`src/rtl/stop_wait_receiver_ones_sum_check_macros.svh`:
```
// Assertion macros for the stop-and-wait receiver.
// Used by stop_wait_receiver_ones_sum_check; expects clk_i and rst_ni in scope.
`ifndef STOP_WAIT_RECEIVER_ONES_SUM_CHECK_MACROS_SVH
`define STOP_WAIT_RECEIVER_ONES_SUM_CHECK_MACROS_SVH

// Same-cycle implication, checked out of reset.
`define SWR_ASSERT_IMPL(label, ante, cons) \
  label: assert property (@(posedge clk_i) disable iff (!rst_ni) (ante) |-> (cons)) \
    else $error("receiver assertion failed");

// Next-cycle implication, checked out of reset.
`define SWR_ASSERT_NEXT(label, ante, cons) \
  label: assert property (@(posedge clk_i) disable iff (!rst_ni) (ante) |=> (cons)) \
    else $error("receiver assertion failed");

`endif

```
`src/rtl/swr_pkg.sv`:
```
// Package for the stop-and-wait receiver: item types, op codes, constants.
// No dependencies; imported by stop_wait_receiver_ones_sum_check.
package swr_pkg;

  localparam int MaxPayload = 1024;
  localparam int SeqW       = 32;
  localparam int LenW       = 11;
  localparam int ByteW      = 8;
  // Compare width wide enough for any payload limit up to 65535
  localparam int CmpW       = 17;

  typedef enum logic {
    OP_HEADER = 1'b0,
    OP_DATA   = 1'b1
  } swr_op_e;

  typedef struct packed {
    swr_op_e           op;
    logic [SeqW-1:0]   seq_num;
    logic [ByteW-1:0]  check_word;
    logic [LenW-1:0]   payload_length;
    logic [ByteW-1:0]  data_byte;
  } swr_in_t;

  typedef struct packed {
    logic              accepted;
    logic [SeqW-1:0]   packet_seq;
    logic              transfer_done;
  } swr_out_t;

  // 8-bit ones' complement add with end-around carry
  function automatic logic [ByteW-1:0] oc_add(input logic [ByteW-1:0] a,
                                              input logic [ByteW-1:0] b);
    logic [ByteW:0] s;
    s = {1'b0, a} + {1'b0, b};
    return s[ByteW-1:0] + {{(ByteW-1){1'b0}}, s[ByteW]};
  endfunction

endpackage

```
`src/rtl/stop_wait_receiver_ones_sum_check.sv`:
```
// Top level of the stop-and-wait receiver with 8-bit ones' complement check.
// Depends on swr_pkg and stop_wait_receiver_ones_sum_check_macros.svh.
//
//  channel | direction | handshake            | payload
//  --------+-----------+----------------------+-----------------
//  in      | input     | in_valid_i/in_ready_o   | swr_pkg::swr_in_t
//  out     | output    | out_valid_o/out_ready_i | swr_pkg::swr_out_t
//
// One item per cycle unless a held result stalls: an item enters the input
// register; a single pass of logic (two 8-bit end-around adds and a 32-bit
// sequence compare) updates the packet state and loads the result register.
// A judged packet shows on out_o after the input and result registers.
// Reset (rst_ni low, async) clears valids and state but held seq and check.
// A held result stalls the input register, which then drops in_ready_o.
`include "stop_wait_receiver_ones_sum_check_macros.svh"

module stop_wait_receiver_ones_sum_check (
  input  logic             clk_i,
  input  logic             rst_ni,
  input  logic             in_valid_i,
  output logic             in_ready_o,
  input  swr_pkg::swr_in_t in_i,
  output logic             out_valid_o,
  input  logic             out_ready_i,
  output swr_pkg::swr_out_t out_o
);
  import swr_pkg::*;

  // Input register
  logic    in_valid_q;
  swr_in_t in_q;

  // Packet state
  logic [SeqW-1:0]  expected_count_q, expected_count_d;
  logic [ByteW-1:0] running_sum_q, running_sum_d;
  logic [SeqW-1:0]  held_seq_q, held_seq_d;
  logic [ByteW-1:0] held_check_q, held_check_d;
  logic [LenW-1:0]  held_length_q, held_length_d;
  logic [LenW-1:0]  bytes_seen_q, bytes_seen_d;
  logic             finished_q, finished_d;

  // Result register
  logic     out_valid_q;
  swr_out_t out_q;

  // Working signals
  logic             proc_en;
  logic             judge;
  logic [ByteW-1:0] j_sum;
  logic [ByteW-1:0] j_check;
  logic [SeqW-1:0]  j_seq;
  logic [LenW-1:0]  j_len;
  logic [ByteW-1:0] j_total;
  logic [SeqW-1:0]  want_seq;
  logic             j_ok;
  logic             j_done;
  logic [ByteW-1:0] data_sum;
  logic [LenW-1:0]  bytes_inc;
  logic             res_load;
  swr_out_t         res;

  // Advance the input register when the result slot is free or being drained
  assign proc_en    = in_valid_q && (!out_valid_q || out_ready_i);
  assign in_ready_o = !in_valid_q || proc_en;

  always_ff @(posedge clk_i or negedge rst_ni) begin
    if (!rst_ni) begin
      in_valid_q <= 1'b0;
    end else if (in_ready_o) begin
      in_valid_q <= in_valid_i;
    end
  end

  always_ff @(posedge clk_i) begin
    if (in_ready_o && in_valid_i) begin
      in_q <= in_i;
    end
  end

  // Accumulate the data byte and count it
  assign data_sum  = oc_add(running_sum_q, in_q.data_byte);
  assign bytes_inc = bytes_seen_q + LenW'(1);

  // Decode the item and pick the packet to judge
  always_comb begin
    expected_count_d = expected_count_q;
    running_sum_d    = running_sum_q;
    held_seq_d       = held_seq_q;
    held_check_d     = held_check_q;
    held_length_d    = held_length_q;
    bytes_seen_d     = bytes_seen_q;
    finished_d       = finished_q;
    judge            = 1'b0;
    j_sum            = running_sum_q;
    j_check          = held_check_q;
    j_seq            = held_seq_q;
    j_len            = held_length_q;

    if (proc_en && !finished_q) begin
      unique case (in_q.op)
        OP_HEADER: begin
          held_seq_d    = in_q.seq_num;
          held_check_d  = in_q.check_word;
          held_length_d = in_q.payload_length;
          bytes_seen_d  = '0;
          running_sum_d = '0;
          // Empty payload is judged at once
          judge         = (in_q.payload_length == '0);
          j_sum         = '0;
          j_check       = in_q.check_word;
          j_seq         = in_q.seq_num;
          j_len         = in_q.payload_length;
        end
        OP_DATA: begin
          // Drop data with no open packet
          if (bytes_seen_q < held_length_q) begin
            running_sum_d = data_sum;
            bytes_seen_d  = bytes_inc;
            judge         = (bytes_inc == held_length_q);
            j_sum         = data_sum;
          end
        end
        default: ;
      endcase
    end

    // Judge: add the check word, compare sequence, advance the count, clear the packet
    j_total  = oc_add(j_sum, j_check);
    want_seq = expected_count_q + SeqW'(1);
    j_ok     = (j_total == '1) && (j_seq == want_seq);
    j_done   = j_ok && ({{(CmpW-LenW){1'b0}}, j_len} < CmpW'(MaxPayload));

    if (judge) begin
      if (j_ok) begin
        expected_count_d = want_seq;
      end
      if (j_done) begin
        finished_d = 1'b1;
      end
      running_sum_d = '0;
      held_length_d = '0;
      bytes_seen_d  = '0;
    end
  end

  assign res_load          = judge;
  assign res.accepted      = j_ok;
  assign res.packet_seq    = j_seq;
  assign res.transfer_done = j_done;

  // Update the packet state
  always_ff @(posedge clk_i or negedge rst_ni) begin
    if (!rst_ni) begin
      expected_count_q <= '0;
      running_sum_q    <= '0;
      held_length_q    <= '0;
      bytes_seen_q     <= '0;
      finished_q       <= 1'b0;
    end else begin
      expected_count_q <= expected_count_d;
      running_sum_q    <= running_sum_d;
      held_length_q    <= held_length_d;
      bytes_seen_q     <= bytes_seen_d;
      finished_q       <= finished_d;
    end
  end

  always_ff @(posedge clk_i) begin
    held_seq_q   <= held_seq_d;
    held_check_q <= held_check_d;
  end

  // Hold the result until taken; load a new one when judged
  always_ff @(posedge clk_i or negedge rst_ni) begin
    if (!rst_ni) begin
      out_valid_q <= 1'b0;
    end else if (res_load) begin
      out_valid_q <= 1'b1;
    end else if (out_ready_i) begin
      out_valid_q <= 1'b0;
    end
  end

  always_ff @(posedge clk_i) begin
    if (res_load) begin
      out_q <= res;
    end
  end

  assign out_valid_o = out_valid_q;
  assign out_o       = out_q;

  // Checks
  `SWR_ASSERT_IMPL(a_no_result_after_end, finished_q, !res_load)
  `SWR_ASSERT_IMPL(a_count_bounded, 1'b1, bytes_seen_q <= held_length_q)
  `SWR_ASSERT_NEXT(a_done_sets_finished, res_load && res.transfer_done, finished_q)
  `SWR_ASSERT_NEXT(a_ack_advances, res_load && res.accepted,
                   expected_count_q == $past(expected_count_q) + SeqW'(1))

endmodule
```
`config.mk`:
```
export PLATFORM = sky130hd
export DESIGN_NAME = stop_wait_receiver_ones_sum_check
export DESIGN_NICKNAME = d
export VERILOG_FILES = /design/src/rtl/swr_pkg.sv /design/src/rtl/stop_wait_receiver_ones_sum_check.sv
export VERILOG_INCLUDE_DIRS = /design/src /design/src/rtl
export SDC_FILE = /design/constraint.sdc
export NUM_CORES = 1
export LEC_CHECK = 0
export ABC_CLOCK_PERIOD_IN_PS = 5700
export BUFFER_PORTS_ARGS = -buffer_cell sky130_fd_sc_hd__buf_2
export CAP_MARGIN = 0
export CORE_MARGIN = 5
export CORE_UTILIZATION = 41
export CTS_BUF_LIST = sky130_fd_sc_hd__clkbuf_2 sky130_fd_sc_hd__clkbuf_4 sky130_fd_sc_hd__clkbuf_8
export DETAILED_ROUTE_END_ITERATION = 16
export HOLD_SLACK_MARGIN = 0.02
export PLACE_DENSITY_LB_ADDON = 0.08
export SYNTH_ARGS = -nofsm -noshare
export SYNTH_HDL_FRONTEND = slang
export SYNTH_SLANG_ARGS = --single-unit
```
`constraint.sdc`:
```
create_clock -name clk_i -period 5.7 [get_ports clk_i]
set_clock_uncertainty 0.2 [all_clocks]
set_input_delay 0.57 -clock clk_i [delete_from_list [all_inputs] [get_ports clk_i]]
set_output_delay 0.57 -clock clk_i [all_outputs]
set_load 0.005 [all_outputs]
```
After elaboration in Yosys (flattened, before gate mapping)
Index checks and enable logic that the tools add are counted.
Storage, ports and cells
  register bits after elaboration: 199
  input bits: 64
  output and inout bits: 36
  logic and storage cells: 66
Cells by class
  add/sub/neg operators: 6
  order comparisons: 2
  eq/ne operators: 4
  muxes and demuxes: 20
  bitwise operators: 1
  reduce and logical (&&, ||, !) cells: 16
Operator list (number)
  $mux 11: 6
  $mux 32: 2
  $mux 8: 5
  $add 32x1->32 const B: 1
  $eq 32x32->1: 1
  $pmux 11 s2: 1
  $add 8x8->9: 2
  $add 8x1->8: 2
  $pmux 8 s2: 1
  $add 11x1->11 const B: 1
  $eq 11x11->1: 1
  $logic_not 11->1: 1
  $lt 11x11->1: 1
  $lt 11x11->1 const B: 1
  $eq 8x8->1 const B: 1
  $reduce_and 2->1: 3
  $logic_and 1x1->1: 5
  $mux 1: 4
  $reduce_bool 2->1: 2
  $logic_not 1->1: 3
  $ne 3x1->1 const B: 1
  $logic_or 1x1->1: 2
  $pmux 1 s2: 1
  $not 1->1: 1

Logic depth before layout (Yosys ltp)
  word-level depth: 11
  mapped depth: 31

Least setup slack after synthesis
OpenSTA, ideal clock, no wires.
  path type: register to register
  from: register in_q[0] (netlist name)
  to: register expected_count_q[1]
  library setup time: 0.125 ns
  arrival time: 5.585 ns
  required time: 5.375 ns
  setup slack: -0.210 ns
  stages on the path, launching flop included: 31
  path buffers: 0
  cell sequence: edfxtp_1 -> ha_1 -> fa_1 -> a21o_1 -> a21oi_1 -> o21bai_1 -> a21oi_1 -> nor2b_1 -> o21ai_0 -> nand2b_1 -> ha_1 -> ha_1 -> mux2i_1 -> nor2_1 -> inv_1 -> fa_1 -> nand2b_1 -> a21oi_1 -> a31oi_1 -> nor2b_1 -> o21ai_0 -> nand2b_1 -> ha_1 -> ha_1 -> nand2_1 -> a2111oi_0 -> a211o_1 -> and4b_1 -> nand4_1 -> nor2_1 -> mux2_2
On the way
  cells in the longest elaborated chain, start to end: 10
RTL lines
  start, declared: line stop_wait_receiver_ones_sum_check.sv:31  | swr_in_t in_q;
  start signal, assigned: line stop_wait_receiver_ones_sum_check.sv:76  | in_q <= in_i;
  $add 8x8->9: line swr_pkg.sv:35  | s = {1'b0, a} + {1'b0, b};
  $add 8x1->8: line swr_pkg.sv:36  | return s[ByteW-1:0] + {{(ByteW-1){1'b0}}, s[ByteW]};
  $mux 8
  $pmux 8 s2: line stop_wait_receiver_ones_sum_check.sv:100  | unique case (in_q.op)
  $mux 8: line stop_wait_receiver_ones_sum_check.sv:99  | if (proc_en && !finished_q) begin
  $add 8x8->9: line swr_pkg.sv:35
  $add 8x1->8: line swr_pkg.sv:36
  $eq 8x8->1: line stop_wait_receiver_ones_sum_check.sv:130  | j_ok = (j_total == '1) && (j_seq == want_seq);
  $logic_and 1x1->1: line stop_wait_receiver_ones_sum_check.sv:130
  $reduce_and 2->1 (no line)
  end signal, assigned: line stop_wait_receiver_ones_sum_check.sv:160  | expected_count_q <= expected_count_d;
  end, declared: line stop_wait_receiver_ones_sum_check.sv:34  | logic [SeqW-1:0] expected_count_q, expected_count_d;
Every way passes these cells.
A chain may end at the register's enable or synchronous reset.

Worst setup path after layout
  from: register running_sum_q[0]
  to: register expected_count_q[8]
On the way
  cells in the longest elaborated chain, start to end: 10
RTL lines
  start, declared: line stop_wait_receiver_ones_sum_check.sv:35  | logic [ByteW-1:0] running_sum_q, running_sum_d;
  start signal, assigned: line stop_wait_receiver_ones_sum_check.sv:161  | running_sum_q <= running_sum_d;
  $add 8x8->9: line swr_pkg.sv:35
  $add 8x1->8: line swr_pkg.sv:36
  $mux 8
  $pmux 8 s2: line stop_wait_receiver_ones_sum_check.sv:100
  $mux 8 *: line stop_wait_receiver_ones_sum_check.sv:99
  $add 8x8->9 *: line swr_pkg.sv:35
  $add 8x1->8 *: line swr_pkg.sv:36
  $eq 8x8->1 *: line stop_wait_receiver_ones_sum_check.sv:130
  $logic_and 1x1->1 *: line stop_wait_receiver_ones_sum_check.sv:130
  $reduce_and 2->1 (no line) *
Mark *: on every way between the ends. The rest lies on a longest branch, timed or not.

==> run metrics <==
status=complete, but fails checks; failing checks=setup timing; Cell variety after synth=71; Starting Density=between 40% and 50%; worst slew pin tran=0.940 ns; cell area power density=333 nW/um^2; CP Max Fanout=6; Hold Path Class=in -> reg; row cnt=57; Synth Register Bits=approximately 200; routed wire length per instance=roughly 18 um; global-route usage over all layers=around 18%; CP dominant cell by count=ha_4; Leak=about 5.4 nW; adder and majority gate portion of the synthesized area=4.59%; CP peak stage delay=0.41 ns; sequential fraction of the synthesis area=51.8%; cells after synthesis=slightly below 900; slowest CP cell=dfrtp_1; worst setup path class=reg -> reg; initial antenna violation count=0; Async SR Flop Fraction=32.7%; area added between synthesis and finish=24.1%; Setup Viol. Count Final=20; Cell Area, Synth=10,100 sq um; Root Buffer=clkbuf_8; final worst path period need=5.79 ns; relative slew slack=between 30 and 40%; antenna viol nets, final=0; number of flops mapped to enable cells by yosys=94; Synth Area in Compound Gates=8.90%; vias in the first global route=7,484; CTS tree=yes; part of the cycle the worst path needs=102%; Worst Setup Slack, final=-0.0946 ns; final instance area=around 13,000 sq um; clk sinks=roughly 200; clk_lat worst skew=0.48 ns; clock slew seen by the registers of the worst setup and hold paths=roughly 0.12 ns; Fill cells=2,202; Hold Crit Depth=1; Primary FF master, synth=edfxtp_1; R2R depth=33; commonest cells in the netlist=94 x edfxtp_1, 65 x dfrtp_1, 54 x xor2_1; H-tree Lvls=4; crit start category=register; Avg Cell Area, Syn=11.5 sq um; DR vias=7,286; first-pass GRT wire length=40.4 mm; synth warn=0; DIE AREA=28,000 sq um; top-count cell post-synth=edfxtp_1; Die Span Y=between 150 and 200 um; Post-DP Area=11,400 sq um; fmax=173 MHz; Yosys top cell area share=between 20% and 30%; Die Wd=167 um; hold_sp=in_i[48]; RSZ-0062 raised after global routing=true; final hold violation count=0; largest area contributor in the netlist=edfxtp_1; Area contributors post-synth=edfxtp_1 28%, dfrtp_1 16%, dfxtp_1 7.9%, xor2_1 4.7%, ha_1 4.2%; reg2reg setup slack=-0.09 ns; xor/xnor share of the synthesized area=9.31%; Overflow after GRT=0; post-DR vias/cell=5.15; hpwl dp=17.6 mm; routability congestion estimate=0.885; Nets=roughly 1,200; Simple-Gate Fraction of Synth Area=16.6%; post-synthesis mux area share=5.82%; largest family of logic cells by synthesized area=simple AND/OR/NAND/NOR gates; I/O Buffers=99; Hold EP=in_q[48]$_DFFE_PP_; pin count of the biggest net entering global routing=66; MaxCap Viol Count=0; Post-Place Worst Slack=-0.365 ns; layout cells sized above 1=a little under a third; Worst R2R End=expected_count_q[8]$_DFFE_PN0P_; DR pass1 iterations=5; Bufs on Longest Clock Path=2; crit path DAT=approximately 6 ns; CORE AREA=24,300 sq um; syn nets=984; DR iter-0 viols=between 400 and 500; Final Max Slew Viols=0; worst r2r src=running_sum_q[0]$_DFF_PN0_; residual DRC count=0; Worst Path Required=5.91 ns; final WL=25.3 mm; Worst IR Drop VDD=~0.21 mV; TritonCTS buffer count=17; I/O pin count=100; Crit. End Element=register
[power by group]
group          switching, mW  internal, mW
sequential            0.0601          1.62
clock                  0.544         0.371
combinational          0.759         0.822
[registers in the layout (all words and copies together) (netlist names)]
| name | cells |
|---|---|
| in_valid_q | 1 |
| out_o | 34 |
| expected_count_q | 32 |
| finished_q | 1 |
| held_check_q | 8 |
| out_valid_o | 1 |
| held_seq_q | 32 |
| running_sum_q | 8 |
| held_length_q | 11 |
| in_q | 60 |
| bytes_seen_q | 11 |
[worst max path at each step]
stage                     cells after the start                              end                       start  slack (ns)
after detailed placement                     32  expected_count_q[9]$_DFFE_PN0P_           in_q[0]$_DFFE_PP_       -0.36
after global placement                       32  expected_count_q[9]$_DFFE_PN0P_           in_q[0]$_DFFE_PP_       -0.20
after floorplan                              31  expected_count_q[6]$_DFFE_PN0P_           in_q[0]$_DFFE_PP_      -0.003
after CTS                                    32  expected_count_q[6]$_DFFE_PN0P_  running_sum_q[0]$_DFF_PN0_       -0.11
after global routing                         31  expected_count_q[6]$_DFFE_PN0P_  running_sum_q[0]$_DFF_PN0_       -0.46
final                                        33  expected_count_q[8]$_DFFE_PN0P_  running_sum_q[0]$_DFF_PN0_       -0.09
[timing repair]
item,4_1_cts,5_1_grt
setup buffers,21,8
endpoints found under the hold margin,5,15
hold buffers,5,15
gates resized for setup,32,37
pin swaps,21,29
endpoints found under the setup margin,35,35
[logic make-up after synthesis]
kind of cell / Yosys count
compound gates: 127
xor+xnor: 103
fa+ha+maj: 36
buf+inv: 74
flops: 199
mux: 55
simple gates: 290
[area by class of cell]
class	count	area, sq um	area share (%)
diodes	1	2.50	0.0199
clock buffers	19	249	1.98
clock inverters	13	140	1.11
inverters	37	139	1.10
multi-input cells	611	4980	39.6
flip-flops and latches	199	5250	41.8
well taps	324	405	3.22
repair buffers	210	1410	11.2
[through the flow]
step | hold slack, ns | setup TNS [ns] | total power, mW | std cells | util (%)
floorplan | 0.0744 | -0.0125 | 2.47 | 884 | -
global placement | 0.270 | -3.51 | 2.89 | 1335 | 46.9
detailed placement | 0.272 | -8.35 | 2.90 | 1335 | 46.9
CTS | 0.0203 | -1.58 | 4.02 | 1393 | 49.9
global route | 0.0203 | -12.74 | 4.44 | 1413 | 51.7
finish | 0.0628 | -0.895 | 4.18 | 1414 | 51.7
[cells in the final DEF (no fill, tap or decap), drive strengths merged, types with 22 or more instances in the layout]
cell    synthesis  final
buf            12    190
edfxtp         94     94
dfrtp          65     65
xor2           54     54
nand2          49     49
nor2           48     48
xnor2          46     46
inv            37     43
dfxtp          40     40
ha             34     34
mux2           31     31
nand3          31     31
nor3           31     31
nand2b         28     28
o21ai          25     25
mux2i          24     24
nor4           23     23
a21oi          22     22
[critical path, delay by kind of cell, from the launching register on]
kind | cells | cell delay (ns)
AND/OR/NAND/NOR | 11 | 1.51
multiplexers | 1 | 0.07
adder cells (fa/ha/maj) | 7 | 1.67
AO/OA/AOI/OAI | 9 | 1.19
XOR/XNOR | 1 | 0.15
buffers and inverters | 4 | 0.50
flip-flops | 1 | 0.41
[per-layer routing]
| metal | global-route usage (%) | part of all wire [%] | vias to the layer above | wire, um |
|---|---|---|---|---|
| li1 | - | - | 3616 | - |
| met1 | 26.0 | 48 | 3511 | 12200 |
| met2 | 28.4 | 46 | 145 | 11600 |
| met3 | 3.32 | 5.0 | 14 | 1270 |
| met4 | 3.78 | 0.83 | 0 | 211 |
| met5 | 0 | 0 | - | 0 |
Note: power is estimated with default switching activity, not from simulation.
